==> src/rtl/tcc_log_cell.sv <==
// ----------------------------------------------------------------------------
// tcc_log_cell
// One log2 fraction step: squares the normalized mantissa, renormalizes it
// and shifts the new fraction bit into the accumulated fraction.
// ----------------------------------------------------------------------------
`default_nettype none

module tcc_log_cell #(
    parameter int SBW = 6
) (
    input  wire logic           i_clk,
    input  wire logic           i_rst_n,
    input  wire logic           i_en,
    input  wire logic           i_vld,
    input  wire logic [31:0]    i_m,
    input  wire logic [31:0]    i_frac,
    input  wire logic [SBW-1:0] i_sb,
    output logic                o_vld,
    output logic [31:0]         o_m,
    output logic [31:0]         o_frac,
    output logic [SBW-1:0]      o_sb
);

    logic [63:0] sq;
    logic [32:0] s;

    // mantissa in [2^31, 2^32); square in Q31 lands in [2^31, 2^33)
    assign sq = 64'(i_m) * 64'(i_m);
    assign s  = sq[63:31];

    always_ff @(posedge i_clk) begin
        if (!i_rst_n) begin
            o_vld <= 1'b0;
        end else if (i_en) begin
            o_vld <= i_vld;
        end
    end

    always_ff @(posedge i_clk) begin
        if (i_en) begin
            o_m    <= s[32] ? s[32:1] : s[31:0];
            o_frac <= {i_frac[30:0], s[32]};
            o_sb   <= i_sb;
        end
    end

endmodule

`default_nettype wire

==> config.mk <==
export PLATFORM = sky130hd
export DESIGN_NAME = tcc_log_cell
export DESIGN_NICKNAME = d
export VERILOG_FILES = /design/src/rtl/tcc_log_cell.sv
export SDC_FILE = /design/constraint.sdc
export NUM_CORES = 2
export LEC_CHECK = 0
export BUFFER_PORTS_ARGS = -buffer_cell sky130_fd_sc_hd__buf_2
export CAP_MARGIN = 20
export CELL_PAD_IN_SITES_DETAIL_PLACEMENT = 1
export CELL_PAD_IN_SITES_GLOBAL_PLACEMENT = 2
export CORE_ASPECT_RATIO = 1.2
export CORE_MARGIN = 2
export CORE_UTILIZATION = 43
export DETAILED_ROUTE_END_ITERATION = 7
export HOLD_SLACK_MARGIN = 0.12
export PLACE_DENSITY_LB_ADDON = 0.1
export SYNTH_ARGS = -nofsm -noshare
export SYNTH_HDL_FRONTEND = slang
export SYNTH_SLANG_ARGS = --single-unit
==> constraint.sdc <==
create_clock -name i_clk -period 23 [get_ports i_clk]
set_clock_uncertainty 0.15 [all_clocks]
set_input_delay 2.3 -clock i_clk [delete_from_list [all_inputs] [get_ports i_clk]]
set_output_delay 2.3 -clock i_clk [all_outputs]
set_load 0.1 [all_outputs]
# Word-level counts from Yosys, hierarchy flattened

Cells that the tools add are included.

Memories: 0
ROM bits: 0
Output and inout bits: 71
Word-level logic and storage cells: 7
Input port bits: 74
Register bits: 71
Bits in writable memories: 0
Latch bits: 0

Reductions and logical operators: 0
Add/subtract/negate cells: 0
Multiplexer cells: 1
Shift operators: 0
Div/mod/pow operators: 0
Multiply operators: 1
Bitwise gates (word level): 0
Equality and inequality tests: 0
$lt $le $gt $ge: 0

Operators with widths:

| cell                                           | number |
|---|---|
| 32-bit by 32-bit multiplier with 64-bit output | 1 |
| 31-bit 2-to-1 mux                              | 1 |

# Longest topological paths before layout

Word-level depth: 2
Gate-level depth with buffers: 32
Mapped depth without buffers: 27

# Worst setup path after synthesis

Ideal clock, no wire load.

Path type: input -> register
From: in i_m[17]
To: reg o_m[17], data pin
Data arrival time: 9.471 ns
Path buffers: 2
Required time: 22.590 ns
Slack: 13.119 ns
Library setup time: 0.260 ns
Stages: 25
Path through: clkbuf_1 -> clkbuf_1 -> nand2_1 -> fa_1 -> fa_1 -> inv_1 -> fa_1 -> inv_1 -> fa_1 -> inv_1 -> fa_1 -> fa_1 -> fa_1 -> fa_1 -> ha_1 -> and3_1 -> and3_1 -> or4b_1 -> a311oi_2 -> a211oi_4 -> o221ai_4 -> o31a_4 -> o21ai_2 -> xnor2_1 -> mux2_2

Longest elaborated chain between the ends: 2

Ends and longest elaborated chain:

| element                                        | line | text |
|---|---|---|
| start: declaration                             | 15   | `input wire logic [31:0] i_m,` |
| 32-bit by 32-bit multiplier with 64-bit output | 28   | `assign sq = 64'(i_m) * 64'(i_m);` |
| 31-bit 2-to-1 mux                              | 41   | `o_m <= s[32] ? s[32:1] : s[31:0];` |
| end signal: assignment                         | 41   |  |
| end: declaration                               | 19   | `output logic [31:0] o_m,` |

No other way between the ends.
A chain may end at the register's enable or synchronous reset.

# Final worst setup path

From: in i_m[16]
To: reg o_m[4], data pin

The elaborated chain is that of the path after synthesis.

==> results.toml <==
[cts]
postCtsSetupRepairBufs = 0
clockBufferDepth = 2
htreeDepth = 3
cts_inserted_buffers = 9
cts_root_buf = "clkbuf_16"
cts_resized = 0
cts.sinks = 71
postCtsHoldBufs = 0
clkTransAtPathRegs_ns = 0.06
worstSkewPairLatency_ns = 0.33
cts_tree = "yes"

[critical_path]
startpoint = "i_m[16]"
cp.required_ns = 22.94
slowest_stage = "clkinv_1"
reg2reg_from = "o_vld$_SDFFE_PN0P_"
crit_path_start_kind = "primary input"
path_class = "primary input to register"
path_common_cell = "fa_1"
end_kind = "register"
max_stage_delay_ns = 0.65
path_max_fanout = 26
arrival_ns = 11.47

[floorplan]
fp.dieH_um = 302
io_pins = 145
start_util = 0.432
die_w_um = 252
rows = 109
dieArea_um2 = 76000
coreArea_um2 = 73400

[yosys]
syn-num-nets = 4433
netlist_instances = 3268
synth_top_area_frac = 0.499
synth_cell_type_count = 62
ys_warn_count = 0
synth_top_area_cell = "fa_1"
synth_edf_count = 70
synth-seq-area-share = 0.0669
synth_area_per_cell_um2 = 9.71
synth_area_um2 = 31700
synth_area_leaders = "fa_1, ha_1, inv_1, edfxtp_1, and2_1"
synth_seq_cells = 71
synthArstFlopShare = 0
ys.flop_type = "edfxtp_1"

[drt]
via_count = 21848
wl_met1_um = 34900
top_layer = "met4"
dr_wl_met3_um = 1700
ant_nets = 0
met2_wirelength_um = 52600
vias_per_cell = 5.10
dr.pass1.iters = 5
drc = 0
first_iter_violations = 728
postRouteWirelength_um = 93000
wl_per_cell_um = 21.7

[sta]
rsz0062_at_grt = "false"
max-slew-margin-rel = 0.252
finalCritPeriodShare = 0.501
tns_ns = 0
final.min_clock_period_ns = 11.53
setup_viol_count_final = 0
slew_violations = 0
max_freq_mhz = 86.7
hold_viol = 0
tightest_slew_ns = 1.12

[layout]
layout-drive-gt1-share = 0.0693
area_delta_synth_final_pct = 6.15
final_common_cell = "inv_1"
layout_common_cells = "inv_1, fa_1, nand2_1"
finish.net_count = 4494
nFillCells = 8433

[worst_hold_path]
hp-start = "o_vld$_SDFFE_PN0P_"
hold_class = "register to register"

[place]
place_congestion = 0.872
post-dp-hpwl_um = 75000
port_buffers = 143

[run]
drv_cap = 0

[global_route]
grt-ovfl-total = 0
antenna_found_initial = 2
grt_pass1_wl_um = 150000
grt_pass1_vias = 26734
grt_max_degree = 72
groute.usage.overall = 0.260

[status]
status = "complete, no violations"
area by class of cell:
| class | instances | area, um^2 | area share |
|---|---|---|---|
| antenna | 3 | 7.51 | 0.000223 |
| clock buffer | 9 | 225 | 0.00669 |
| clock inverter | 7 | 97.6 | 0.00290 |
| tap | 943 | 1180 | 0.0350 |
| multi-input combinational | 2099 | 25400 | 0.756 |
| sequential | 71 | 2120 | 0.0630 |
| inverter | 977 | 3670 | 0.109 |
| timing repair buffer | 171 | 926 | 0.0275 |
routing by layer:
metal  vias to the layer above  global-route usage
li1                       9663                   -
met1                     11740               0.296
met2                       302               0.516
met3                       143              0.0133
met4                         0              0.0851
met5                         -                   0
Yosys cell counts, drive strengths merged (3+ instances only):
| cell type | number |
|---|---|
| o21ai | 34 |
| nand3 | 16 |
| buf | 6 |
| inv | 976 |
| clkbuf | 115 |
| a211oi | 8 |
| edfxtp | 70 |
| o2111ai | 3 |
| nor2 | 63 |
| nor3 | 10 |
| or2 | 5 |
| or3 | 3 |
| ha | 300 |
| nand2b | 3 |
| o21bai | 14 |
| a21oi | 71 |
| and3 | 8 |
| a41oi | 3 |
| mux2i | 9 |
| o21a | 3 |
| a31oi | 12 |
| nand2 | 304 |
| xnor2 | 40 |
| nand4 | 15 |
| xor2 | 37 |
| fa | 791 |
| a31o | 10 |
| a21o | 36 |
| o211ai | 11 |
| mux2 | 23 |
| and2 | 230 |
| nor2b | 11 |
| nand3b | 3 |
through the flow:
stage / instance area (um^2) / util / instances / hold slack (ns) / setup slack (ns)
floorplan: 31700 / - / 3268 / 0.831 / 13.12
global placement: 33300 / 0.454 / 4261 / 0.346 / 11.29
detailed placement: 33300 / 0.454 / 4261 / 0.358 / 11.17
CTS: 33700 / 0.459 / 4277 / 0.372 / 11.51
global route: 33700 / 0.459 / 4277 / 0.394 / 11.23
finish: 33700 / 0.459 / 4280 / 0.363 / 11.47
logic make-up after synthesis:
logic type / after synthesis / synth area share
buf+inv: 1098 / 0.131
fa+ha+maj: 1091 / 0.618
simple gates: 675 / 0.104
compound gates: 224 / 0.0488
xor+xnor: 77 / 0.0213
flops: 71 / 0.0669
mux: 32 / 0.0110
state kept, by name, summed over array words and instances (netlist names):
name    count
o_frac     32
o_vld       1
o_m        32
o_sb        6
worst max-delay path, delay by kind of cell:
| family | cells | cell delay [ns] |
|---|---|---|
| AO/OA/AOI/OAI | 6 | 1.79 |
| multiplexers | 1 | 0.36 |
| adder cells (fa/ha/maj) | 9 | 4.45 |
| buffers and inverters | 7 | 1.71 |
| AND/OR/NAND/NOR | 3 | 0.82 |
worst paths after layout:
path / endpoint / slack [ns] / cells past startpoint
hold / removal: o_vld$_SDFFE_PN0P_ / 0.36 / 2
setup reg to reg: o_vld$_SDFFE_PN0P_ / 22.26 / 2
setup / recovery: o_m[4]$_DFFE_PP_ / 11.47 / 26
hold reg to reg: o_vld$_SDFFE_PN0P_ / 0.36 / 2
Power is not shown: default switching activity piles up to over one toggle a cycle in this logic, so the estimate is an artifact.
