--- src/rtl/tcc_div_cell.sv ---
// ----------------------------------------------------------------------------
// tcc_div_cell
// One restoring long-division step: brings down one dividend bit, makes one
// quotient bit and hands the partial remainder to the next cell.
// ----------------------------------------------------------------------------
`default_nettype none

module tcc_div_cell #(
    parameter int RW  = 16,
    parameter int LW  = 32,
    parameter int QW  = 32,
    parameter int SBW = 1
) (
    input  wire logic           i_clk,
    input  wire logic           i_rst_n,
    input  wire logic           i_en,
    input  wire logic           i_vld,
    input  wire logic [RW-1:0]  i_rem,
    input  wire logic [LW-1:0]  i_low,
    input  wire logic [RW-1:0]  i_div,
    input  wire logic [QW-1:0]  i_q,
    input  wire logic [SBW-1:0] i_sb,
    output logic                o_vld,
    output logic [RW-1:0]       o_rem,
    output logic [LW-1:0]       o_low,
    output logic [RW-1:0]       o_div,
    output logic [QW-1:0]       o_q,
    output logic [SBW-1:0]      o_sb
);

    logic [RW:0]    sh;
    logic [RW:0]    diff;
    logic           ge;
    logic [RW-1:0]  n_rem;

    // shift in the next dividend bit and try the subtract
    assign sh    = {i_rem, i_low[LW-1]};
    assign diff  = sh - {1'b0, i_div};
    assign ge    = (sh >= {1'b0, i_div});
    assign n_rem = ge ? diff[RW-1:0] : sh[RW-1:0];

    always_ff @(posedge i_clk) begin
        if (!i_rst_n) begin
            o_vld <= 1'b0;
        end else if (i_en) begin
            o_vld <= i_vld;
        end
    end

    always_ff @(posedge i_clk) begin
        if (i_en) begin
            o_rem <= n_rem;
            o_low <= {i_low[LW-2:0], 1'b0};
            o_div <= i_div;
            o_q   <= {i_q[QW-2:0], ge};
            o_sb  <= i_sb;
        end
    end

endmodule

`default_nettype wire

--- config.mk ---
export PLATFORM = sky130hd
export DESIGN_NAME = tcc_div_cell
export DESIGN_NICKNAME = d
export VERILOG_FILES = /design/src/rtl/tcc_div_cell.sv
export SDC_FILE = /design/constraint.sdc
export NUM_CORES = 1
export LEC_CHECK = 0
export BUFFER_PORTS_ARGS = -buffer_cell sky130_fd_sc_hd__clkbuf_2
export CAP_MARGIN = 10
export CORE_MARGIN = 8
export CORE_UTILIZATION = 42
export DETAILED_ROUTE_END_ITERATION = 10
export PLACE_DENSITY = 0.77
export SLEW_MARGIN = 20
export SYNTH_ARGS = -nofsm -noshare
export SYNTH_HDL_FRONTEND = slang
export SYNTH_SLANG_ARGS = --single-unit
--- constraint.sdc ---
create_clock -name i_clk -period 3.1 [get_ports i_clk]
set_clock_uncertainty 0.2 [all_clocks]
set_input_delay 0.62 -clock i_clk [delete_from_list [all_inputs] [get_ports i_clk]]
set_output_delay 0.62 -clock i_clk [all_outputs]
set_load 0.02 [all_outputs]
=== Yosys cells after proc, flatten, opt, wreduce, memory -nomap -nowiden ===
Index checks and enable logic that the tools add are counted.

* $add $sub $neg: 1
* Magnitude comparators: 1
* Mux-type cells: 1

{| class="wikitable"
|+ Operators by type and width
! cell !! count
|-
| $ge 17x16->1 || 1
|-
| $mux 16 || 1
|-
| $sub 16x16->16 || 1
|}

* Register bits: 97
* Bits of input ports: 101
* Output and inout port bits: 98
* Logic and storage cells: 9

=== Longest topological paths before layout ===
* Depth in word-level cells: 2
* Depth in mapped cells: 12

=== Least setup slack after synthesis ===
No wires, ideal clock.

* Kind: input port to flip-flop
* From: in i_div[12]
* To: reg o_rem[10] (data pin)
* Arrival time: 2.574 ns
* Slack: 0.066 ns
* Stages: 12
* Cell sequence: inv_1 > ha_1 > buf_6 > and2_4 > buf_6 > a221o_1 > a21boi_4 > and2_4 > buf_8 > inv_4 > buf_12 > mux2_4

* Cells in the longest elaborated chain, start to end: 2

{| class="wikitable"
|+ Ends and longest elaborated chain
! element !! RTL line !! text
|-
| start: declaration || 20 || <nowiki>input wire logic [RW-1:0] i_div,</nowiki>
|-
| $ge 17x16->1 || 39 || <nowiki>assign ge = (sh >= {1'b0, i_div});</nowiki>
|-
| net ge || 33 || <nowiki>logic ge;</nowiki>
|-
| $mux 16 || 40 || <nowiki>assign n_rem = ge ? diff[RW-1:0] : sh[RW-1:0];</nowiki>
|-
| net n_rem[10] || 34 || <nowiki>logic [RW-1:0] n_rem;</nowiki>
|-
| end signal: assignment || 52 || <nowiki>o_rem <= n_rem;</nowiki>
|-
| end: declaration || 24 || <nowiki>output logic [RW-1:0] o_rem,</nowiki>
|}

The timed path passes the listed nets, and every way through them passes these cells.
A chain may end at the register's enable or synchronous reset.

=== Final worst setup path ===
* From: in i_div[8]
* To: reg o_rem[8] (data pin)

* Cells in the longest elaborated chain, start to end: 2
* Elaborated cells between the ends (all ways): 3
* Those cells by class: 1 x add/sub; 1 x order compare; 1 x mux

{| class="wikitable"
|+ Ends and longest elaborated chain
! element !! RTL line
|-
| $sub 16x16->16 / $ge 17x16->1 (equally long branches) || 38, 39
|-
| $mux 16 (*) || 40
|-
| net n_rem[8] || 34
|}

Mark *: on every way through the listed nets, which the timed path passes. The rest lies on a longest branch.

==> out/qor.csv <==
metric,value,unit
status,completed,
worst path bufs/invs,3,
total track usage,16.6,%
total power,3200,uW
placed insts,590,
max-slew violations,0,
Num Clock Sinks,97,
RSZ-0062 raised after global routing,no,
HP Class,in -> reg,
Main synth FF type,edfxtp_1,
vias,2953,
global-route congestion overflow total,0,
Post-Place Cell Area,0.00531,sq mm
Setup-failing EPs final,0,
max_cap viols,0,
setup TNS,0,ns
"delay-heaviest family, CP",compound AO/OA/AOI/OAI gates,
Vias per Instance,4.88,
Crit Path Class,in -> reg,
post-synthesis cell count,254,
CP Launch Type,input port,
top area cells in the synthesized netlist,"edfxtp_1, ha_1, mux2_4",
Yosys cell types,49,
WL per Instance,18.6,microns
synthesis-to-finish area growth,34.6,%
number of global-route vias before repair,2982,
worst-path cell chain,clkbuf_2 > inv_1 > ha_1 > a21oi_2 > o21ai_1 > a221o_1 > a21boi_4 > and2_4 > inv_4 > mux2_4,
Die ar.,0.0132,sq mm
drt first pass iters,5,
#FFs+latches synth,97,
YS warnings,0,
largest stage delay on the critical path,0.42,ns
Leakage,0.00257,uW
pwr dens,577,mW/mm^2
CP Max Fanout,11,
initial antenna violation count,0,
Synth top cells by count,"edfxtp_1, inv_1, ha_1",
Slowest cell on crit path,a221o_1,
R2R Setup Slk,2.30,ns
"Clk Latency, worst-skew pair",0.34,ns
crit end category,flip-flop,
Final Cycle Share,88.0,%
syn avg cell area,16.2,sq um
post-synthesis sequential area ratio,70.4,%
worst path required time,3.00,ns
# nets final,586,
fin area,0.00555,sq mm
# resized after CTS,0,
Die Wd,115,microns
CTS tree,yes,
core area,0.00964,sq mm
mapped cell area,0.00412,sq mm
Post-CTS Hold Buffers,0,
cts bufs inserted,9,
maximum number of pins on one net before global-route repair,47,
hold path start,i_low[25],
first-pass GRT wire length,16.4,mm
Hold Path Sink,o_low[26],
share of cells above drive strength 1,50.8,%
IO buf count,196,
Post-CTS Setup Inserts,0,
Hold Crit Depth,1,
starting density of the core,42.8,%
Die H,115,microns
Residual DRC,0,
VDD IR-drop max,239,uV
maximum clock frequency,0.367,GHz
RePlAce Congestion,0.854,
ANT nets after route,0,
Final Non-Filler Cells,605,
H-tree depth,3,
crit path time final,2.73,ns
Post-synth ARST share,0,%
IO Count,199,
worst slew pin tran,0.581,ns
Crit path arrival time,2.63,ns
diode count,0,
Critical R2R Capture,o_vld,
syn_nets,372,
R2R cell count,2,
"CTS clk-pin slew, worst paths",0.09,ns
final hold viol count,0,
FP Rows,36,
placed wire-length estimate,9.26,mm
"count leader, synth",edfxtp_1,
Slew headroom,61.3,%
beginning of the worst register-to-register path,o_vld,
drt total wl,11.3,mm
Post-synth EDFFs,96,
DRT iter0 DRCs,185,
Synth top area share,69.9,%
root buf cell,clkbuf_8,
Yosys top cell by area,edfxtp_1,
CTS Buffer Depth,2,
## layout make-up
| type | count | area, sq um |
|---|---|---|
| Inverter | 20 | 77.6 |
| Sequential cell | 97 | 2900 |
| Multi-Input combinational cell | 131 | 1070 |
| Tap cell | 133 | 166 |
| Clock buffer | 9 | 124 |
| Timing Repair Buffer | 209 | 1090 |
| Fill cell | 799 | 4090 |
| Clock inverter | 6 | 113 |
## routing by layer
layer	wire (microns)	track usage, %
met5	0	0
met4	102	6.22
met3	1170	5.51
met2	5880	30.0
met1	4110	17.4
## worst max path at each step
| stage | from | end | slack, ns | depth (start not counted) |
|---|---|---|---|---|
| 2_1_floorplan | i_div[12] | o_rem[10] | 0.07 | 12 |
| 3_3_place_gp | i_div[8] | o_rem[2] | 0.05 | 10 |
| 3_5_place_dp | i_div[8] | o_rem[8] | 0.03 | 10 |
| 4_1_cts | i_div[8] | o_rem[8] | 0.41 | 10 |
| 5_1_grt | i_div[8] | o_rem[8] | 0.32 | 10 |
| 6_report | i_div[8] | o_rem[8] | 0.37 | 10 |
## cells by family after synthesis
logic type                 synth area share [%]
buffers and inverters                      3.55
other                                    0.0910
xor gates and xnor gates                   1.91
DFF                                        70.4
AOI/OAI and AO/OA                          9.81
adders and majority gates                  5.34
and+or+nand+nor                            5.19
muxes                                      3.67
## registers in the layout, summed over array words and instances, names as in the netlist
| register | count |
|---|---|
| o_vld | 1 |
| o_low | 31 |
| o_sb | 1 |
| o_div | 16 |
| o_rem | 16 |
| o_q | 32 |
## power by group
part           switching, uW  internal, uW  total, uW
Combinational            382           253        635
Sequential              32.2          1580       1610
Clock                    418           536        955
## layout by cell type, fill, tap and decap left out, types with 6 or more instances in the layout
cell	instances
inv_1	19
nor2_1	12
o21ai_0	9
o21a_1	6
edfxtp_1	96
clkbuf_2	195
clkbuf_8	9
mux2_4	8
nand3_1	7
ha_1	16
buf_4	13
## through the flow
step | hold WS (ns) | utilization [%] | setup WS, ns
after floorplan | 0.389 | - | 0.0656
after global placement | 0.300 | 55.1 | 0.0487
after detailed placement | 0.317 | 55.1 | 0.0309
after CTS | 0.216 | 57.6 | 0.408
after global routing | 0.215 | 57.6 | 0.323
final | 0.240 | 57.6 | 0.373
No activity file was read; power rests on OpenSTA's default activity.
